### config.mk
export PLATFORM = sky130hd
export DESIGN_NAME = sacl_ram
export DESIGN_NICKNAME = d
export VERILOG_FILES = /design/src/rtl/sacl_ram.sv
export SDC_FILE = /design/constraint.sdc
export NUM_CORES = 1
export LEC_CHECK = 0
export BUFFER_PORTS_ARGS = -buffer_cell sky130_fd_sc_hd__buf_2
export CAP_MARGIN = 20
export CORE_UTILIZATION = 40
export CTS_CLUSTER_SIZE = 16
export DETAILED_ROUTE_END_ITERATION = 10
export HOLD_SLACK_MARGIN = 0.05
export SETUP_SLACK_MARGIN = 0.4
export SLEW_MARGIN = 5
export SYNTH_ARGS = -nofsm -noshare
export SYNTH_HDL_FRONTEND = slang
export SYNTH_SLANG_ARGS = --single-unit
### constraint.sdc
create_clock -name clock -period 2.6 [get_ports clock]
set_input_delay 0.39 -clock clock [delete_from_list [all_inputs] [get_ports clock]]
set_output_delay 0.39 -clock clock [all_outputs]
set_load 0.03 [all_outputs]
### src/rtl/sacl_ram.sv
// ----------------------------------------------------------------------------
// sacl_ram
// generic single write port ram with registered read
// ----------------------------------------------------------------------------
module sacl_ram #(
   parameter int WIDTH = 8,
   parameter int DEPTH = 64,
   localparam int AW   = (DEPTH > 1) ? $clog2(DEPTH) : 1
) (
   input  logic             clock,
   input  logic             wr_en,
   input  logic [AW-1:0]    wr_addr,
   input  logic [WIDTH-1:0] wr_data,
   input  logic             rd_en,
   input  logic [AW-1:0]    rd_addr,
   output logic [WIDTH-1:0] rd_data
);

   logic [WIDTH-1:0] mem_ff [DEPTH];
   logic [WIDTH-1:0] rd_data_ff;

   always_ff @(posedge clock) begin
      if (wr_en) begin
         mem_ff[wr_addr] <= wr_data;
      end
      if (rd_en) begin
         rd_data_ff <= mem_ff[rd_addr];
      end
   end

   assign rd_data = rd_data_ff;

endmodule

==> reports/results.tsv <==
stage	metric	value	unit
placement	gp_congestion	0.799	
yosys	synth_top_family_by_area	multiplexers	
timing	fmax	0.473	GHz
yosys	synthAdderAreaFrac	0	%
critical_path	cp_num_buf_inv	0	
clock_network	numCtsBuffers	52	
routing	ant_nets	0	
clock_network	post_cts_buffers	0	
yosys	synth_fp_nets	963	
clock_network	cts.sinks	520	
timing	fin_crit	2110	ps
yosys	ys.flop_type	edfxtp_1	
flow_run	maxCapViolCount	0	
power	p_leak	7.57	nW
timing	setup_viol_count_final	0	
yosys	ys_ff_latch	520	
global_route	grt_first_pass_wirelength	67.3	mm
routing	drc	0	
routing	drt_iter0_drc	862	
critical_path	crit_path_start_kind	register	
clock_network	post_cts_resized	0	
critical_path	crit_type	reg -> reg	
die	die_h	227	µm
placement	dp_cells	1715	
timing	min_period_over_period	81.3	%
yosys	synth_mux_area_share	15.9	%
status	outcome	completed	
die	core_area	50100	µm²
timing	hold_viol	0	
placement	port_buffers	30	
routing	wl_per_cell	25.3	µm
routing	dr_total_vias	9862	
power	p_per_area	734	nW/µm²
power	power.total	17.4	mW
critical_path	required	2930	ps
global_route	grt-ovfl-total	0	
min_path	hold_class	in -> reg	
timing	rsz0062_at_grt	false	
yosys	ys.warnings.count	0	
final_layout	drive_above_1_share	32.2	%
clock_network	ctsHoldBuffers	0	
critical_path	cp_top_family	multiplexers	
global_route	grt.total_usage	18.3	%
critical_path	slowest_delay	470	ps
routing	dr.pass1.iters	7	
yosys	yosysUniqueCellTypes	39	
clock_network	clk_path_buf_depth	3	
final_layout	fin_cells	1806	
yosys	synth_edf_count	520	
yosys	seq_area_frac_synth	77.1	%
critical_path	cp.arrival	2450	ps
yosys	synth-simple-area-share	3.37	%
clock_network	clk_latency	600	ps
yosys	async_flop_share	0	%
global_route	antenna_found_initial	2	
die	ios	31	
clock_network	htreeDepth	2	
yosys	synth_area_per_cell	21.5	µm²
clock_network	cts-root-buf	clkbuf_16	
global_route	first_global_vias	9984	
routing	wirelength	45.6	mm
placement	dpl.hpwl	29.3	mm
clock_network	path_clk_slew	60	ps
critical_path	end_kind	register	
clock_network	cts_tree	yes	
critical_path	cp_cell_sequence	mux4_2, mux2_2, o221a_2, nor3_1, o32ai_1	
final_layout	nets	1120	
timing	slew_headroom	47.2	%
timing	slew_violations	0	
timing	tightest_slew	792	ps
die	dieArea	51500	µm²
final_layout	syn_to_final_growth	16.8	%
routing	route.detailed.vias_per_inst	5.46	
power	irDropWorstVdd	458	µV
critical_path	crit_path_top_delay_cell	mux4_2	
critical_path	crit_path_max_fanout	1	
global_route	grt_max_degree	65	
yosys	syn_inst	940	
timing	fin_skew	14.0	ps
yosys	synth_xor_area_share	0	%
yosys	synth_compound_area_share	2.06	%
die	initial_core_util	40.4	%
final_layout	fill_cells	4168	
yosys	syn_area	20200	µm²
final_layout	n_antenna_cell	0	
die	die_w	227	µm
die	num_rows	82	
## cells in the final DEF, fill, tap and decap left out, types with 4 or more instances in the layout
| cell | instances |
|---|---|
| clkbuf_1 | 11 |
| o22ai_1 | 8 |
| a221oi_1 | 6 |
| nor2_1 | 83 |
| a211oi_1 | 4 |
| buf_12 | 15 |
| buf_2 | 27 |
| o221ai_1 | 8 |
| nand3_1 | 13 |
| mux2i_1 | 23 |
| clkbuf_16 | 53 |
| nand2b_1 | 7 |
| clkinv_1 | 10 |
| nor2b_1 | 14 |
| nand2_1 | 19 |
| clkinv_2 | 8 |
| buf_4 | 111 |
| mux4_2 | 126 |
| nor3_1 | 7 |
| edfxtp_1 | 520 |
| mux2_2 | 13 |
## area by class of cell
cell class | count | area, µm² | share of cell area (%)
Timing Repair Buffer | 154 | 1280 | 5.42
Sequential cell | 520 | 15600 | 66.1
Multi-Input combinational cell | 369 | 4320 | 18.3
Clock buffer | 64 | 1370 | 5.78
Tap cell | 672 | 841 | 3.56
Clock inverter | 27 | 219 | 0.926
## final timing paths
kind,from,to,slack (ps),depth (start not counted)
setup / recovery,mem_ff[29][6],rd_data[6],490,5
hold reg to reg,mem_ff[22][2],rd_data[2],900,4
setup reg to reg,mem_ff[29][6],rd_data[6],490,5
hold / removal,wr_data[2],mem_ff[12][2],130,1
## stage by stage
stage	TNS, ps	utilization, %	area (µm²)	hold slack, ps	worst slack [ps]
after floorplan	0	-	20200	489	404
after global placement	-160	44.0	22100	724	-70.4
final	0	47.2	23600	126	487
after detailed placement	-184	44.0	22100	741	-68.6
after global routing	0	47.2	23600	129	466
after CTS	0	47.2	23600	102	485
## cells in the mapped netlist, drive strengths merged, types with 2 or more instances
cell type	instances	area share, %
buf	34	1.2
o21a	2	0.074
nor4	2	0.062
o21ai	4	0.099
o221a	2	0.11
a21oi	3	0.074
nor3	7	0.17
nand4	2	0.062
nor2b	14	0.43
edfxtp	520	77
a221oi	6	0.26
o221ai	8	0.35
a211oi	4	0.15
clkbuf	17	0.32
nor2	83	1.5
nand2b	7	0.22
nand2	19	0.35
o2111ai	3	0.13
o32ai	2	0.087
nand3b	3	0.11
a22oi	3	0.11
a2111oi	2	0.087
mux2	13	0.72
mux2i	23	1.1
o41ai	2	0.087
mux4	126	14
o22ai	8	0.25
nand3	13	0.32
o2bb2ai	3	0.13
## power by group
| group | internal (mW) | switching, mW | leakage, nW |
|---|---|---|---|
| combinational | 0.385 | 0.560 | 2.11 |
| clock | 4.02 | 3.07 | 0.777 |
| sequential | 9.30 | 0.0269 | 4.69 |
| total | 13.7 | 3.65 | 7.57 |
## per-layer routing
metal	vias to the layer above	part of all wire [%]	global-route usage [%]
li1	4256	-	-
met1	5224	43	25.7
met2	307	49	29.2
met3	71	6.0	3.47
met4	4	2.4	5.56
met5	-	0.055	0
## registers in the layout, summed over array words and instances (netlist names)
register	flops
rd_data	8
mem_ff	512
## logic make-up after synthesis
group | after synthesis
flops | 520
mux | 162
simple gates | 153
compound gates | 54
buf+inv | 51
(Power assumes the default switching activity.)
